==> config.mk <==
export PLATFORM = sky130hd
export DESIGN_NAME = smoothed_gain_peak_meter_unit
export DESIGN_NICKNAME = d
export VERILOG_FILES = /design/src/design/sgpm_pkg.sv /design/src/design/smoothed_gain_peak_meter_unit.sv /design/src/design/sgpm_cfg_regs.sv /design/src/design/sgpm_mul.sv
export VERILOG_INCLUDE_DIRS = /design/src /design/src/design
export SDC_FILE = /design/constraint.sdc
export NUM_CORES = 2
export LEC_CHECK = 0
export ABC_CLOCK_PERIOD_IN_PS = 11600
export BUFFER_PORTS_ARGS = -buffer_cell sky130_fd_sc_hd__buf_2
export CAP_MARGIN = 0
export CORE_MARGIN = 2
export CORE_UTILIZATION = 35
export DETAILED_ROUTE_END_ITERATION = 8
export GPL_TIMING_DRIVEN = 0
export PLACE_DENSITY = 0.47
export SLEW_MARGIN = 20
export SYNTH_ARGS = -nofsm -noshare
export SYNTH_HDL_FRONTEND = slang
export SYNTH_SLANG_ARGS = --single-unit
==> constraint.sdc <==
create_clock -name clk -period 11.6 [get_ports clk]
set_input_delay 1.16 -clock clk [delete_from_list [all_inputs] [get_ports clk]]
set_output_delay 1.16 -clock clk [all_outputs]
set_load 0.03 [all_outputs]
==> src/design/smoothed_gain_peak_meter_unit_defines.svh <==
// Assertion macros for the smoothed gain peak meter unit design file.
// SGPM_ASSERT is masked while reset is asserted; SGPM_ASSERT_RST also checks during reset.
`ifndef SMOOTHED_GAIN_PEAK_METER_UNIT_DEFINES_SVH
`define SMOOTHED_GAIN_PEAK_METER_UNIT_DEFINES_SVH
`ifndef SYNTHESIS
`define SGPM_ASSERT(lbl, prop) \
  lbl: assert property (@(posedge clk) disable iff (!rst_n) prop) \
    else $error("sgpm: assertion failed");
`define SGPM_ASSERT_RST(lbl, prop) \
  lbl: assert property (@(posedge clk) prop) \
    else $error("sgpm: assertion failed");
`else
`define SGPM_ASSERT(lbl, prop)
`define SGPM_ASSERT_RST(lbl, prop)
`endif
`endif

==> src/design/sgpm_pkg.sv <==
`timescale 1ns / 1ps
`default_nettype none

package sgpm_pkg;

  // Sample and fixed-point formats.
  localparam int SAMPLE_BITS = 24;
  localparam int FRAC_W      = 24;
  localparam int COEFF_W     = 24;
  localparam int GAIN_W      = 28;
  localparam int LEVEL_W     = 24;
  localparam int DB_W        = 16;

  // Configuration port.
  localparam int CFG_IDX_W  = 3;
  localparam int CFG_DATA_W = 24;

  localparam logic [CFG_IDX_W-1:0] CFG_TARGET_GAIN     = 3'd0;
  localparam logic [CFG_IDX_W-1:0] CFG_GAIN_ENABLE     = 3'd1;
  localparam logic [CFG_IDX_W-1:0] CFG_SMOOTHING_COEFF = 3'd2;
  localparam logic [CFG_IDX_W-1:0] CFG_METER_FALLOFF   = 3'd3;
  localparam logic [CFG_IDX_W-1:0] CFG_STEREO_MODE     = 3'd4;

  localparam logic [COEFF_W-1:0] TARGET_GAIN_RST = 24'd1048576;
  localparam logic [COEFF_W-1:0] SMOOTHING_RST   = 24'd43860;
  localparam logic [COEFF_W-1:0] FALLOFF_RST     = 24'd16623400;

  // Shared multiplier geometry.
  localparam int MUL_A_W = (SAMPLE_BITS + 1 > 27) ? SAMPLE_BITS + 1 : 27;
  localparam int MUL_B_W = 30;
  localparam int MUL_P_W = MUL_A_W + MUL_B_W;
  localparam int RND_W   = MUL_P_W - FRAC_W;

  // Gain limits, unity in Q4.24.
  localparam logic [GAIN_W-1:0] GAIN_ONE = 28'h100_0000;

  // Silence threshold: peak * 10^6 at or below full scale.
  localparam longint FULL_SCALE = longint'(1) << (SAMPLE_BITS - 1);
  localparam logic [SAMPLE_BITS-1:0] SILENT_MAX = SAMPLE_BITS'(FULL_SCALE / 1000000);

  // Log2 approximation: g = (f * (4 - f) + 1.5 * 2^-24) / 3 in Q24.
  localparam int SC_W   = $clog2(SAMPLE_BITS);
  localparam int LOG_W  = 27;
  localparam int YSUM_W = 50;
  localparam int Q_W    = YSUM_W - FRAC_W;
  localparam logic [LOG_W-1:0]  FOUR_ONE = 27'h400_0000;
  localparam logic [YSUM_W-1:0] Y_BIAS   = 50'd25165824;
  localparam logic [MUL_B_W-1:0] RECIP3  = 30'd89478486;
  localparam int RECIP3_SHIFT = 28;

  // dB scaling: dB = round(l2 * 5 / (53 * 1024)), 1/256 dB units.
  localparam int LABS_W      = SC_W + FRAC_W;
  localparam int X5_W        = LABS_W + 3;
  localparam int DB_PRESHIFT = 10;
  localparam int Q2_W        = X5_W - DB_PRESHIFT;
  localparam logic [X5_W-1:0] DB_HALF = 32'd27136;
  localparam logic [MUL_B_W-1:0] RECIP53 = 30'd2532410;
  localparam int RECIP53_SHIFT = 27;
  localparam int DBA_W = 17;
  localparam logic [DBA_W-1:0] DBA_POS_LIM = 17'd32767;
  localparam logic [DBA_W-1:0] DBA_NEG_LIM = 17'd32768;
  localparam logic signed [DB_W-1:0] DB_MAX    = 16'sh7FFF;
  localparam logic signed [DB_W-1:0] DB_MIN    = 16'sh8000;
  localparam logic signed [DB_W-1:0] SILENT_DB = -16'sd30720;
  localparam int DB_STEP = 52;

  localparam int PK_W = (SAMPLE_BITS > LEVEL_W) ? SAMPLE_BITS : LEVEL_W;
  localparam logic [LEVEL_W-1:0] LEVEL_MAX = 24'hFF_FFFF;

  typedef struct packed {
    logic [COEFF_W-1:0] target_gain;
    logic               gain_enable;
    logic [COEFF_W-1:0] smoothing_coeff;
    logic [COEFF_W-1:0] meter_falloff;
    logic               stereo_mode;
  } cfg_t;

  typedef struct packed {
    logic signed [SAMPLE_BITS-1:0] sample_left;
    logic signed [SAMPLE_BITS-1:0] sample_right;
    logic                          block_end;
  } in_item_t;

  typedef struct packed {
    logic signed [SAMPLE_BITS-1:0] out_left;
    logic signed [SAMPLE_BITS-1:0] out_right;
    logic                          meter_update;
    logic [LEVEL_W-1:0]            meter_level;
  } out_item_t;

  typedef enum logic [4:0] {
    ST_IDLE,
    ST_UPD,
    ST_LEFT,
    ST_RIGHT,
    ST_RFIN,
    ST_PEAK,
    ST_CHK,
    ST_NORM,
    ST_LOGSQ,
    ST_Q3,
    ST_G,
    ST_L2,
    ST_Q53,
    ST_D,
    ST_DBRES,
    ST_REPORT,
    ST_DECAY,
    ST_DONE
  } state_t;

endpackage

`default_nettype wire

==> src/design/smoothed_gain_peak_meter_unit.sv <==
`timescale 1ns / 1ps
`default_nettype none

// Smoothed gain stage with peak meter, one stereo frame per request.
// Input channel in_valid/in_ready/in_data carries the two samples and the
// block end flag; output channel out_valid/out_ready/out_data returns the
// gained samples and the meter report. The cfg_we/cfg_index/cfg_wdata port
// writes the gain, smoothing, falloff and mode registers; the user is to
// write them only while idle, as the block itself does not enforce it.
// Sample, gain, log and dB products run through one registered multiplier
// under a sequencer. A new request is taken only once the previous one has
// finished. A block end frame adds the dB conversion, which is skipped when
// the peak is silent and otherwise takes one normalising shift per leading
// zero of the peak.
// Reset clears the gain to zero (it ramps up), the peak and the last reported
// level, and reloads the register defaults. A result waits in the output
// register while the receiver stalls; the next request is still accepted and
// processed, and it finishes only once the output register has been taken.

`include "smoothed_gain_peak_meter_unit_defines.svh"

module smoothed_gain_peak_meter_unit (
  input  wire                            clk,
  input  wire                            rst_n,
  input  wire                            in_valid,
  output logic                           in_ready,
  input  wire sgpm_pkg::in_item_t        in_data,
  output logic                           out_valid,
  input  wire                            out_ready,
  output sgpm_pkg::out_item_t            out_data,
  input  wire                            cfg_we,
  input  wire [sgpm_pkg::CFG_IDX_W-1:0]  cfg_index,
  input  wire [sgpm_pkg::CFG_DATA_W-1:0] cfg_wdata
);
  import sgpm_pkg::*;

  cfg_t cfg;

  state_t state_r, state_nxt;

  logic [GAIN_W-1:0]             gain_r, gain_nxt;
  logic [SAMPLE_BITS-1:0]        peak_r, peak_nxt;
  logic signed [DB_W-1:0]        last_db_r, last_db_nxt;
  logic signed [SAMPLE_BITS-1:0] left_r, left_nxt;
  logic signed [SAMPLE_BITS-1:0] right_r, right_nxt;
  logic                          blk_end_r, blk_end_nxt;
  logic                          stereo_r, stereo_nxt;
  logic signed [SAMPLE_BITS-1:0] ol_r, ol_nxt;
  logic signed [SAMPLE_BITS-1:0] or_r, or_nxt;
  logic [SAMPLE_BITS-1:0]        norm_r, norm_nxt;
  logic [SC_W-1:0]               sc_r, sc_nxt;
  logic [Q_W-1:0]                q_r, q_nxt;
  logic [LABS_W-1:0]             labs_r, labs_nxt;
  logic                          neg_r, neg_nxt;
  logic [Q2_W-1:0]               q2_r, q2_nxt;
  logic signed [DB_W-1:0]        db_r, db_nxt;
  logic                          upd_r, upd_nxt;
  logic [LEVEL_W-1:0]            lvl_r, lvl_nxt;
  logic                          out_valid_r, out_valid_nxt;
  out_item_t                     out_data_r, out_data_nxt;

  logic signed [MUL_A_W-1:0] mul_a;
  logic signed [MUL_B_W-1:0] mul_b;
  logic signed [MUL_P_W-1:0] mul_p;

  logic                                out_free;
  logic                                out_load;
  logic [GAIN_W-1:0]                   target;
  logic signed [GAIN_W:0]              diff;
  logic signed [RND_W-1:0]             prod_rnd;
  logic signed [RND_W:0]               gain_sum;
  logic [GAIN_W-1:0]                   gain_clamped;
  logic signed [SAMPLE_BITS-1:0]       samp_sat;
  logic [SAMPLE_BITS-1:0]              abs_src;
  logic [SAMPLE_BITS-1:0]              abs_val;
  logic [SAMPLE_BITS+FRAC_W-2:0]       norm_ext;
  logic [FRAC_W-1:0]                   frac;
  logic [LOG_W-1:0]                    frac_comp;
  logic [YSUM_W-1:0]                   y_sum;
  logic [FRAC_W-1:0]                   g_val;
  logic [X5_W-1:0]                     x5;
  logic [DBA_W-1:0]                    db_abs;
  logic signed [DB_W-1:0]              db_conv;
  logic signed [DB_W:0]                db_diff;
  logic signed [DB_W:0]                db_diff_abs;
  logic                                silent_hit;
  logic                                change_hit;
  logic [PK_W-1:0]                     peak_wide;
  logic [LEVEL_W-1:0]                  peak_sat;

  sgpm_cfg_regs u_cfg (
    .clk       (clk),
    .rst_n     (rst_n),
    .cfg_we    (cfg_we),
    .cfg_index (cfg_index),
    .cfg_wdata (cfg_wdata),
    .cfg       (cfg)
  );

  sgpm_mul u_mul (
    .clk    (clk),
    .mul_a  (mul_a),
    .mul_b  (mul_b),
    .prod_r (mul_p)
  );

  // Gain step operands: target is unity when gain is disabled.
  assign target = cfg.gain_enable ? {cfg.target_gain, 4'b0000} : GAIN_ONE;
  assign diff   = $signed({1'b0, target}) - $signed({1'b0, gain_r});

  // Round half up at 2^-24 for the gain and sample Q24 products.
  assign prod_rnd = $signed(mul_p[MUL_P_W-1:FRAC_W])
                    + $signed({{(RND_W-1){1'b0}}, mul_p[FRAC_W-1]});

  // Gain update, kept within 0 .. 2^28-1.
  assign gain_sum = (RND_W+1)'($signed({1'b0, gain_r})) + (RND_W+1)'(prod_rnd);
  always_comb begin
    if (gain_sum[RND_W]) begin
      gain_clamped = '0;
    end else if (|gain_sum[RND_W-1:GAIN_W]) begin
      gain_clamped = '1;
    end else begin
      gain_clamped = gain_sum[GAIN_W-1:0];
    end
  end

  // Saturate the rounded sample product to the signed sample range.
  always_comb begin
    if (prod_rnd[RND_W-1:SAMPLE_BITS-1] == '0 || prod_rnd[RND_W-1:SAMPLE_BITS-1] == '1) begin
      samp_sat = prod_rnd[SAMPLE_BITS-1:0];
    end else if (prod_rnd[RND_W-1]) begin
      samp_sat = {1'b1, {(SAMPLE_BITS-1){1'b0}}};
    end else begin
      samp_sat = {1'b0, {(SAMPLE_BITS-1){1'b1}}};
    end
  end

  // One magnitude unit serves both channels for the peak tracker.
  assign abs_src = (state_r == ST_RFIN) ? ol_r : or_r;
  assign abs_val = abs_src[SAMPLE_BITS-1] ? (~abs_src + 1'b1) : abs_src;

  // Mantissa fraction of the normalised peak, Q24.
  assign norm_ext  = {norm_r[SAMPLE_BITS-2:0], {FRAC_W{1'b0}}};
  assign frac      = norm_ext[SAMPLE_BITS+FRAC_W-2 -: FRAC_W];
  assign frac_comp = FOUR_ONE - LOG_W'(frac);

  // Parabola term: add the rounding bias, then divide by 3 * 2^24 in two steps.
  assign y_sum = mul_p[YSUM_W-1:0] + Y_BIAS;
  assign g_val = mul_p[RECIP3_SHIFT +: FRAC_W];

  // |log2| * 5 plus half the divisor, before the divide by 53 * 1024.
  assign x5 = X5_W'(labs_r) + X5_W'({labs_r, 2'b00}) + DB_HALF;

  // dB magnitude from the reciprocal product, signed and clamped.
  assign db_abs = mul_p[RECIP53_SHIFT +: DBA_W];
  always_comb begin
    if (neg_r) begin
      db_conv = (db_abs > DBA_NEG_LIM) ? DB_MIN : -$signed(db_abs[DB_W-1:0]);
    end else begin
      db_conv = (db_abs > DBA_POS_LIM) ? DB_MAX : $signed(db_abs[DB_W-1:0]);
    end
  end

  // Report decision against the last reported level.
  assign db_diff     = (DB_W+1)'(db_r) - (DB_W+1)'(last_db_r);
  assign db_diff_abs = db_diff[DB_W] ? -db_diff : db_diff;
  assign silent_hit  = (db_r == SILENT_DB) && (last_db_r != SILENT_DB);
  assign change_hit  = db_diff_abs >= DB_STEP;
  assign peak_wide   = PK_W'(peak_r);
  assign peak_sat    = (peak_wide > PK_W'(LEVEL_MAX)) ? LEVEL_MAX : peak_wide[LEVEL_W-1:0];

  assign out_free = !out_valid_r || out_ready;

  // Sequencer: next state.
  always_comb begin
    state_nxt = state_r;
    case (state_r)
      ST_IDLE:   if (in_valid) state_nxt = ST_UPD;
      ST_UPD:    state_nxt = ST_LEFT;
      ST_LEFT:   state_nxt = ST_RIGHT;
      ST_RIGHT:  state_nxt = ST_RFIN;
      ST_RFIN:   state_nxt = ST_PEAK;
      ST_PEAK:   state_nxt = blk_end_r ? ST_CHK : ST_DONE;
      ST_CHK:    state_nxt = (peak_r <= SILENT_MAX) ? ST_REPORT : ST_NORM;
      ST_NORM:   if (norm_r[SAMPLE_BITS-1]) state_nxt = ST_LOGSQ;
      ST_LOGSQ:  state_nxt = ST_Q3;
      ST_Q3:     state_nxt = ST_G;
      ST_G:      state_nxt = ST_L2;
      ST_L2:     state_nxt = ST_Q53;
      ST_Q53:    state_nxt = ST_D;
      ST_D:      state_nxt = ST_DBRES;
      ST_DBRES:  state_nxt = ST_REPORT;
      ST_REPORT: state_nxt = ST_DECAY;
      ST_DECAY:  state_nxt = ST_DONE;
      ST_DONE:   if (out_free) state_nxt = ST_IDLE;
      default:   state_nxt = ST_IDLE;
    endcase
  end

  // Sequencer: handshake and multiplier operand selection.
  always_comb begin
    in_ready = 1'b0;
    out_load = 1'b0;
    mul_a    = '0;
    mul_b    = '0;
    case (state_r)
      ST_IDLE: begin
        in_ready = 1'b1;
        mul_a    = MUL_A_W'(cfg.smoothing_coeff);
        mul_b    = MUL_B_W'(diff);
      end
      ST_LEFT: begin
        mul_a = MUL_A_W'(left_r);
        mul_b = MUL_B_W'(gain_r);
      end
      ST_RIGHT: begin
        mul_a = MUL_A_W'(right_r);
        mul_b = MUL_B_W'(gain_r);
      end
      ST_LOGSQ: begin
        mul_a = MUL_A_W'(frac);
        mul_b = MUL_B_W'(frac_comp);
      end
      ST_G: begin
        mul_a = MUL_A_W'(q_r);
        mul_b = RECIP3;
      end
      ST_D: begin
        mul_a = MUL_A_W'(q2_r);
        mul_b = RECIP53;
      end
      ST_REPORT: begin
        mul_a = MUL_A_W'(peak_r);
        mul_b = MUL_B_W'(cfg.meter_falloff);
      end
      ST_DONE: begin
        out_load = out_free;
      end
      default: begin
        in_ready = 1'b0;
      end
    endcase
  end

  // Datapath register updates, one step per state.
  always_comb begin
    gain_nxt    = gain_r;
    peak_nxt    = peak_r;
    last_db_nxt = last_db_r;
    left_nxt    = left_r;
    right_nxt   = right_r;
    blk_end_nxt = blk_end_r;
    stereo_nxt  = stereo_r;
    ol_nxt      = ol_r;
    or_nxt      = or_r;
    norm_nxt    = norm_r;
    sc_nxt      = sc_r;
    q_nxt       = q_r;
    labs_nxt    = labs_r;
    neg_nxt     = neg_r;
    q2_nxt      = q2_r;
    db_nxt      = db_r;
    upd_nxt     = upd_r;
    lvl_nxt     = lvl_r;
    case (state_r)
      ST_IDLE: begin
        if (in_valid) begin
          left_nxt    = in_data.sample_left;
          right_nxt   = in_data.sample_right;
          blk_end_nxt = in_data.block_end;
          stereo_nxt  = cfg.stereo_mode;
          upd_nxt     = 1'b0;
          lvl_nxt     = '0;
        end
      end
      ST_UPD: begin
        gain_nxt = gain_clamped;
      end
      ST_RIGHT: begin
        ol_nxt = samp_sat;
      end
      ST_RFIN: begin
        or_nxt = stereo_r ? samp_sat : '0;
        if (abs_val > peak_r) peak_nxt = abs_val;
      end
      ST_PEAK: begin
        if (abs_val > peak_r) peak_nxt = abs_val;
      end
      ST_CHK: begin
        db_nxt   = SILENT_DB;
        norm_nxt = peak_r;
        sc_nxt   = '0;
      end
      ST_NORM: begin
        if (!norm_r[SAMPLE_BITS-1]) begin
          norm_nxt = {norm_r[SAMPLE_BITS-2:0], 1'b0};
          sc_nxt   = sc_r + 1'b1;
        end
      end
      ST_Q3: begin
        q_nxt = y_sum[YSUM_W-1:FRAC_W];
      end
      ST_L2: begin
        neg_nxt = (sc_r != '0);
        if (sc_r == '0) begin
          labs_nxt = LABS_W'(g_val);
        end else begin
          labs_nxt = {sc_r, {FRAC_W{1'b0}}} - LABS_W'(g_val);
        end
      end
      ST_Q53: begin
        q2_nxt = x5[X5_W-1:DB_PRESHIFT];
      end
      ST_DBRES: begin
        db_nxt = db_conv;
      end
      ST_REPORT: begin
        if (silent_hit) begin
          upd_nxt     = 1'b1;
          lvl_nxt     = '0;
          last_db_nxt = db_r;
        end else if (change_hit) begin
          upd_nxt     = 1'b1;
          lvl_nxt     = peak_sat;
          last_db_nxt = db_r;
        end
      end
      ST_DECAY: begin
        peak_nxt = mul_p[FRAC_W +: SAMPLE_BITS];
      end
      default: begin
        upd_nxt = upd_r;
      end
    endcase
  end

  // Output register: holds a finished result until the receiver takes it.
  always_comb begin
    out_valid_nxt = out_valid_r;
    out_data_nxt  = out_data_r;
    if (out_load) begin
      out_valid_nxt             = 1'b1;
      out_data_nxt.out_left     = ol_r;
      out_data_nxt.out_right    = or_r;
      out_data_nxt.meter_update = upd_r;
      out_data_nxt.meter_level  = lvl_r;
    end else if (out_ready) begin
      out_valid_nxt = 1'b0;
    end
  end

  always_ff @(posedge clk) begin
    if (!rst_n) begin
      state_r     <= ST_IDLE;
      out_valid_r <= 1'b0;
      gain_r      <= '0;
      peak_r      <= '0;
      last_db_r   <= '0;
    end else begin
      state_r     <= state_nxt;
      out_valid_r <= out_valid_nxt;
      gain_r      <= gain_nxt;
      peak_r      <= peak_nxt;
      last_db_r   <= last_db_nxt;
    end
  end

  always_ff @(posedge clk) begin
    left_r     <= left_nxt;
    right_r    <= right_nxt;
    blk_end_r  <= blk_end_nxt;
    stereo_r   <= stereo_nxt;
    ol_r       <= ol_nxt;
    or_r       <= or_nxt;
    norm_r     <= norm_nxt;
    sc_r       <= sc_nxt;
    q_r        <= q_nxt;
    labs_r     <= labs_nxt;
    neg_r      <= neg_nxt;
    q2_r       <= q2_nxt;
    db_r       <= db_nxt;
    upd_r      <= upd_nxt;
    lvl_r      <= lvl_nxt;
    out_data_r <= out_data_nxt;
  end

  assign out_valid = out_valid_r;
  assign out_data  = out_data_r;

  // A request holds the sequencer busy for at least the following cycle.
  `SGPM_ASSERT(a_busy_after_accept, (in_valid && in_ready) |=> !in_ready)
  // A result only appears from the final step of the sequence.
  `SGPM_ASSERT(a_load_from_done, $rose(out_valid) |-> $past(state_r == ST_DONE))
  // In mono mode the right output stays silent.
  `SGPM_ASSERT(a_mono_right_zero, (state_r == ST_PEAK && !stereo_r) |-> (or_r == '0))
  // Without a report the meter level reads as zero.
  `SGPM_ASSERT(a_level_needs_update, (out_valid && !out_data.meter_update) |-> (out_data.meter_level == '0))
  // Reset returns the sequencer to idle with the output register empty.
  `SGPM_ASSERT_RST(a_reset_idle, !rst_n |=> (state_r == ST_IDLE && !out_valid_r))

endmodule

`default_nettype wire

==> src/design/sgpm_cfg_regs.sv <==
`timescale 1ns / 1ps
`default_nettype none

module sgpm_cfg_regs (
  input  wire                            clk,
  input  wire                            rst_n,
  input  wire                            cfg_we,
  input  wire [sgpm_pkg::CFG_IDX_W-1:0]  cfg_index,
  input  wire [sgpm_pkg::CFG_DATA_W-1:0] cfg_wdata,
  output sgpm_pkg::cfg_t                 cfg
);
  import sgpm_pkg::*;

  cfg_t cfg_r;
  cfg_t cfg_nxt;

  // Decode the register index and update the addressed field.
  always_comb begin
    cfg_nxt = cfg_r;
    if (cfg_we) begin
      case (cfg_index)
        CFG_TARGET_GAIN:     cfg_nxt.target_gain     = cfg_wdata[COEFF_W-1:0];
        CFG_GAIN_ENABLE:     cfg_nxt.gain_enable     = cfg_wdata[0];
        CFG_SMOOTHING_COEFF: cfg_nxt.smoothing_coeff = cfg_wdata[COEFF_W-1:0];
        CFG_METER_FALLOFF:   cfg_nxt.meter_falloff   = cfg_wdata[COEFF_W-1:0];
        CFG_STEREO_MODE:     cfg_nxt.stereo_mode     = cfg_wdata[0];
        default:             cfg_nxt = cfg_r;
      endcase
    end
  end

  always_ff @(posedge clk) begin
    if (!rst_n) begin
      cfg_r.target_gain     <= TARGET_GAIN_RST;
      cfg_r.gain_enable     <= 1'b1;
      cfg_r.smoothing_coeff <= SMOOTHING_RST;
      cfg_r.meter_falloff   <= FALLOFF_RST;
      cfg_r.stereo_mode     <= 1'b1;
    end else begin
      cfg_r <= cfg_nxt;
    end
  end

  assign cfg = cfg_r;

endmodule

`default_nettype wire

==> src/design/sgpm_mul.sv <==
`timescale 1ns / 1ps
`default_nettype none

module sgpm_mul (
  input  wire                                  clk,
  input  wire signed [sgpm_pkg::MUL_A_W-1:0]   mul_a,
  input  wire signed [sgpm_pkg::MUL_B_W-1:0]   mul_b,
  output logic signed [sgpm_pkg::MUL_P_W-1:0]  prod_r
);

  // Signed multiply with the product registered; one result per cycle.
  always_ff @(posedge clk) begin
    prod_r <= mul_a * mul_b;
  end

endmodule

`default_nettype wire

# After elaboration in Yosys (flattened, before gate mapping)
# Cells that the tools add are included.
# word_totals
register_bits	524
input_bits	81
output_inout_bits	75
word_cells	154
# op_classes
addsub	13
mul	1
order_cmp	6
n_eq_ne	30
mux	42
bitwise_logic	1
reduce_logical	29
# ops
op	count
24-bit 2-to-1 mux	11
27-bit case mux with 7 select lines	1
30-bit case mux with 6 select lines	1
24-bit case mux with 2 select lines	3
5-bit case mux with 18 select lines	1
28-bit 2-to-1 mux	3
16-bit 2-to-1 mux	5
27-bit by 30-bit multiplier with 57-bit output	1
50-bit by 25-bit adder with 50-bit output (second input constant)	1
5-bit by 4-bit equality test with 1-bit output (second input constant)	8
29-bit by 33-bit adder with 34-bit output	1
33-bit by 2-bit adder with 33-bit output	1
29-bit by 31-bit adder with 32-bit output	1
32-bit by 15-bit adder with 32-bit output (second input constant)	1
16-bit case mux with 2 select lines	1
28-bit by 28-bit subtractor with 29-bit output	1
29-bit by 24-bit subtractor with 29-bit output	1
27-bit by 24-bit subtractor with 27-bit output (first input constant)	1
5-bit 2-to-1 mux	5
24-bit by 1-bit adder with 24-bit output (second input constant)	1
24-bit greater-than comparator	1
24-bit greater-than comparator (second input constant)	1
24-bit by 4-bit less-or-equal comparator with 1-bit output (second input constant)	1
24-bit NOT	1
other kinds (37)	69

# Longest topological paths before layout
# logic_depth
depth_word	8
ltp_mapped	43
mapped_depth_nobuf	39

# Hierarchy
# From an unflattened synthesis, not the netlist that was laid out.
# unflattened
cells_unflattened	6194
hier_area_um2	58554.9
# by_module_without_submodules
module	instances	cells_per_inst	area_per_inst_um2	seq_area_each_um2
sgpm_mul	1	3306	30202.7	1141.1
smoothed_gain_peak_meter_unit	1	2595	25396.9	11060.6
sgpm_cfg_regs	1	293	2955.3	1481.4

# Least setup slack after synthesis
# OpenSTA, ideal clock, no wires.
# synth_timing
kind	register to register
from	reg u_cfg.cfg_r (netlist bit u_cfg.cfg[49])
to	reg u_mul.prod_r[54] (netlist bit)
setup_ns	0.120
arrival_time_ns	10.163
required_ns	11.480
path_slack_ns	1.317
path_stages_with_launch	38
path_buffers	3
period_less_slack_ns	10.283
path_cell_list	dfxtp_1 -> clkbuf_1 -> and2_1 -> ha_1 -> a21o_1 -> a41o_1 -> a21o_1 -> a21o_1 -> a211oi_1 -> o21a_1 -> nand2b_1 -> o311ai_0 -> a311oi_1 -> o21a_1 -> clkbuf_1 -> buf_2 -> nand2_1 -> fa_1 -> (+2 left out) -> fa_1 -> fa_1 -> fa_1 -> fa_1 -> inv_1 -> fa_1 -> inv_1 -> ha_1 -> nand4_1 -> nor2_1 -> and3_1 -> and4_1 -> a32o_1 -> or3_1 -> a211o_1 -> a21o_1 -> a21o_1 -> xor2_1
# synth_between
elab_chain_len	4
# synth_lines
element	line	source
start: declaration	sgpm_cfg_regs.sv:14	cfg_t cfg_r;
start signal: assignment	sgpm_cfg_regs.sv:40	cfg_r <= cfg_nxt;
28-bit 2-to-1 mux	smoothed_gain_peak_meter_unit.sv:108	assign target = cfg.gain_enable ? {cfg.target_gain, 4'b0000} : GAIN_ONE;
28-bit by 28-bit subtractor with 29-bit output	smoothed_gain_peak_meter_unit.sv:109	assign diff = $signed({1'b0, target}) - $signed({1'b0, gain_r});
30-bit case mux with 6 select lines	smoothed_gain_peak_meter_unit.sv:206	case (state_r)
27-bit by 30-bit multiplier with 57-bit output	sgpm_mul.sv:13	prod_r <= mul_a * mul_b;
end signal: assignment	sgpm_mul.sv:13	
end: declaration	sgpm_mul.sv:8	output logic signed [sgpm_pkg::MUL_P_W-1:0] prod_r
# No other way between the ends.
# A chain may end at the register's enable or synchronous reset.

# Final worst setup path
# layout_timing
from	reg state_r[1]
to	reg u_mul.prod_r[41] (netlist bit)
# layout_between
elab_chain_len	4
word_cells_on_any_way	11
classes_between	mul (1); eq/ne (6); mux (2); reduce/logical (2)
# layout_lines
element	line	source
start: declaration	smoothed_gain_peak_meter_unit.sv:39	state_t state_r, state_nxt;
start signal: assignment	smoothed_gain_peak_meter_unit.sv:360	state_r <= state_nxt;
5-bit by 2-bit equality test with 1-bit output	smoothed_gain_peak_meter_unit.sv:206	
2-bit OR reduction (no source line)	--	
30-bit case mux with 6 select lines	smoothed_gain_peak_meter_unit.sv:206	
27-bit by 30-bit multiplier with 57-bit output *	sgpm_mul.sv:13	
# Mark *: on every way between the ends. The rest lies on a longest branch, timed or not.

==> impl_metrics.ini <==
[status]
run_status = finished, final reports clean

[worst_setup_path]
critical_path.max_stage_delay_ns = 0.68
worstPathArrival_ns = 11.75
path_max_fanout = 10
worstSetupStartpointType = flop
r2r_slack_ns = 0.30
cell_with_the_largest_stage_delay_on_the_worst_path = sky130_fd_sc_hd__clkbuf_1
worstSetupEndpointType = flop
reg2regPathDepth = 31
reg2reg_to = u_mul.prod_r[41]
path_common_cell = sky130_fd_sc_hd__fa_1
worstSetupStartpoint = state_r[1]
worst_ep_required_time_ns = 12.06
reg2reg_from = state_r[1]
worst_path_class_setup = reg -> reg
critical_path.endpoint = u_mul.prod_r[41]

[synth]
synth.avg_cell_area_um2 = 9.374
synthTopCellsByArea = sky130_fd_sc_hd__fa_1, sky130_fd_sc_hd__edfxtp_1, sky130_fd_sc_hd__ha_1
most_common_cell_in_the_netlist = sky130_fd_sc_hd__inv_1
synth_flop_cell = sky130_fd_sc_hd__edfxtp_1
yosys.cell_types.count = 92
netlist_area_um2 = 55380
synth_seq_cells = 501
synth_top_cell_area_share = 0.2961
synth.yosys.warnings = 0
synth_largest_area_cell = sky130_fd_sc_hd__fa_1
synth_sequential_area_ratio = 0.2388
count_of_flip_flops_with_a_built_in_enable_after_synthesis = 319
synth.top_cells.by_count = sky130_fd_sc_hd__inv_1, sky130_fd_sc_hd__fa_1, sky130_fd_sc_hd__nand2_1, sky130_fd_sc_hd__nor2_1, sky130_fd_sc_hd__edfxtp_1
syn_inst = 5908
synth-async-reset-ratio = 0

[worst_hold_path]
min-delay-path-class = reg -> reg
worstHoldPathCells = 0

[die]
design.portCount = 156
initial_core_util = 0.3533
core_region_area_um2 = 156800
dieWidth_um = 401.8
die_area_um2 = 161400
rows = 145
die_height_um = 401.8

[clock_tree]
cts.reportedPaths.clkPinSlew_ns = 0.07
cts_hold_repair.buffers = 0
cts_tree = done
cts_root_buffer = sky130_fd_sc_hd__clkbuf_16
cts.sink_count = 501
clock_latency_ns = 0.69
longest_clk_path_bufs = 3
cts-buffers-inserted = 54
clock_tree.htree_level_count = 2

[placement]
place_congestion = 0.9842
detailedPlacementHpwl_mm = 185.5
post_place_setup_slack_ns = -1.619
placement.io_buffers = 154

[routing]
detailroute.via_count = 44940
vias_per_cell = 5.441
drc_errors = 0
drtAntennaViolNets = 0
detail_route.iter0.violations = 4987
drt_pre_antenna_iters = 6
drt_wl_total_mm = 223.8
detail_route.wl_per_cell_um = 27.09

[sta]
final.min_clock_period_ns = 11.30
finClkSkew_ns = 0.07658
timing.final.crit_share = 0.9738
finalMaxSlewViolations = 0
worst_slack_ns = 0.3037
worst-slew-pin-transition_ns = 1.251
final_hold_fails = 0
setup_viol = 0
achievable-frequency_mhz = 88.52
final.setup.tns_ns = 0
maxSlewHeadroom = 0.1661

[grt]
grt_antenna_before_repair = 17
overflow = 0
via_count_of_the_first_global_routing_pass = 45050
global_route.usage.total = 0.2767
first_pass_grt_wire_length_mm = 323.3
grt_start_max_net_pins = 45

[layout]
finalCoreUtilization = 0.3934
fill_cells = 15934
layout-area-overhead-vs-synth_pct = 11.35
nets = 7368
drive_gt1_frac = 0.08181

[job]
maxCapViolCount = 0
## cell usage in the layout, fill, tap and decap left out, types with 89 or more instances in the layout
master and instances:
sky130_fd_sc_hd__nand3_1 89, sky130_fd_sc_hd__a21o_1 115, sky130_fd_sc_hd__a21oi_1 208, sky130_fd_sc_hd__edfxtp_1 319
sky130_fd_sc_hd__nand2_1 772, sky130_fd_sc_hd__nor2_1 478, sky130_fd_sc_hd__clkbuf_1 160, sky130_fd_sc_hd__fa_1 817
sky130_fd_sc_hd__ha_1 316, sky130_fd_sc_hd__xnor2_1 159, sky130_fd_sc_hd__dfxtp_1 182, sky130_fd_sc_hd__inv_1 982
sky130_fd_sc_hd__o21ai_0 125, sky130_fd_sc_hd__buf_2 187, sky130_fd_sc_hd__and2_1 100
## cell type report
class | instances | area [um2] | share of cell area
Multi-Input combinational cell | 4142 | 37850 | 0.6138
Tap cell | 2058 | 2575 | 0.04176
Sequential cell | 501 | 13220 | 0.2144
Clock buffer | 65 | 1403 | 0.02274
Clock inverter | 37 | 467.9 | 0.007588
Timing Repair Buffer | 195 | 1221 | 0.01980
Inverter | 985 | 3699 | 0.05998
Buffer | 272 | 1216 | 0.01972
Antenna cell | 4 | 10.01 | 0.0001623
## critical path, delay by kind of cell, from the launching register on
family / cells / cell delay [ns]
xor+xnor: 1 / 0.44
compound gates: 9 / 2.31
simple gates: 4 / 1.09
flops: 1 / 0.31
fa+ha+maj: 8 / 3.87
buf+inv: 9 / 3.02
## metal layers
metal	up-vias	wire, um	GRT usage
li1	19637	-	-
met2	1937	95570	0.4131
met3	368	20100	0.05540
met5	-	86	0
met4	12	9120	0.09359
met1	22986	98890	0.3991
## logic make-up (layout without fill, tap and decap cells)
logic type,after synthesis,in the layout,synth area share
adders and majority gates,1137,1137,0.3679
other,2,8,0.0001356
muxes,64,64,0.01179
xor gates and xnor gates,243,243,0.03857
and+or+nand+nor,1837,1837,0.1493
AOI/OAI and AO/OA,857,857,0.1070
buffers and inverters,1267,1554,0.08658
DFF,501,501,0.2388
## per-stage QoR
stage | area [um2] | cells | hold slack [ns]
4_1_cts | 61530 | 8255 | 0.4198
3_5_place_dp | 59390 | 8158 | 0.4045
6_report | 61670 | 8259 | 0.4187
2_1_floorplan | 55390 | 5910 | 0.4003
5_1_grt | 61660 | 8258 | 0.4266
3_3_place_gp | 58730 | 8122 | 0.4068
## registers in the layout, indices dropped and copies added (netlist names), 5 cells and up
signal and cells:
u_cfg.cfg 74, lvl_r 24, labs_r 29, state_r 5
sc_r 5, q2_r 22, out_data 73, peak_r 24
or_r 24, gain_r 28, q_r 26, right_r 24
u_mul.prod_r 34, db_r 16, left_r 24, norm_r 24
ol_r 24, last_db_r 16
## repair_timing
action,CTS,global route
endpoints found under the setup margin,30,18
resized for setup,104,73
setup buffers,3,2
pin swaps,3,4
## worst min path at each step
| stage | startpoint | to | slack [ns] |
|---|---|---|---|
| after detailed placement | lvl_r[0] | out_data[0] | 0.40 |
| after CTS | lvl_r[0] | out_data[0] | 0.42 |
| after global routing | lvl_r[8] | out_data[8] | 0.43 |
| after global placement | lvl_r[3] | out_data[3] | 0.41 |
| after floorplan | lvl_r[0] | out_data[0] | 0.40 |
| final | lvl_r[0] | out_data[0] | 0.42 |
Power is left out: the tool's default activity adds up to more than one toggle a clock period on the data nets, which glitch-free logic cannot reach.
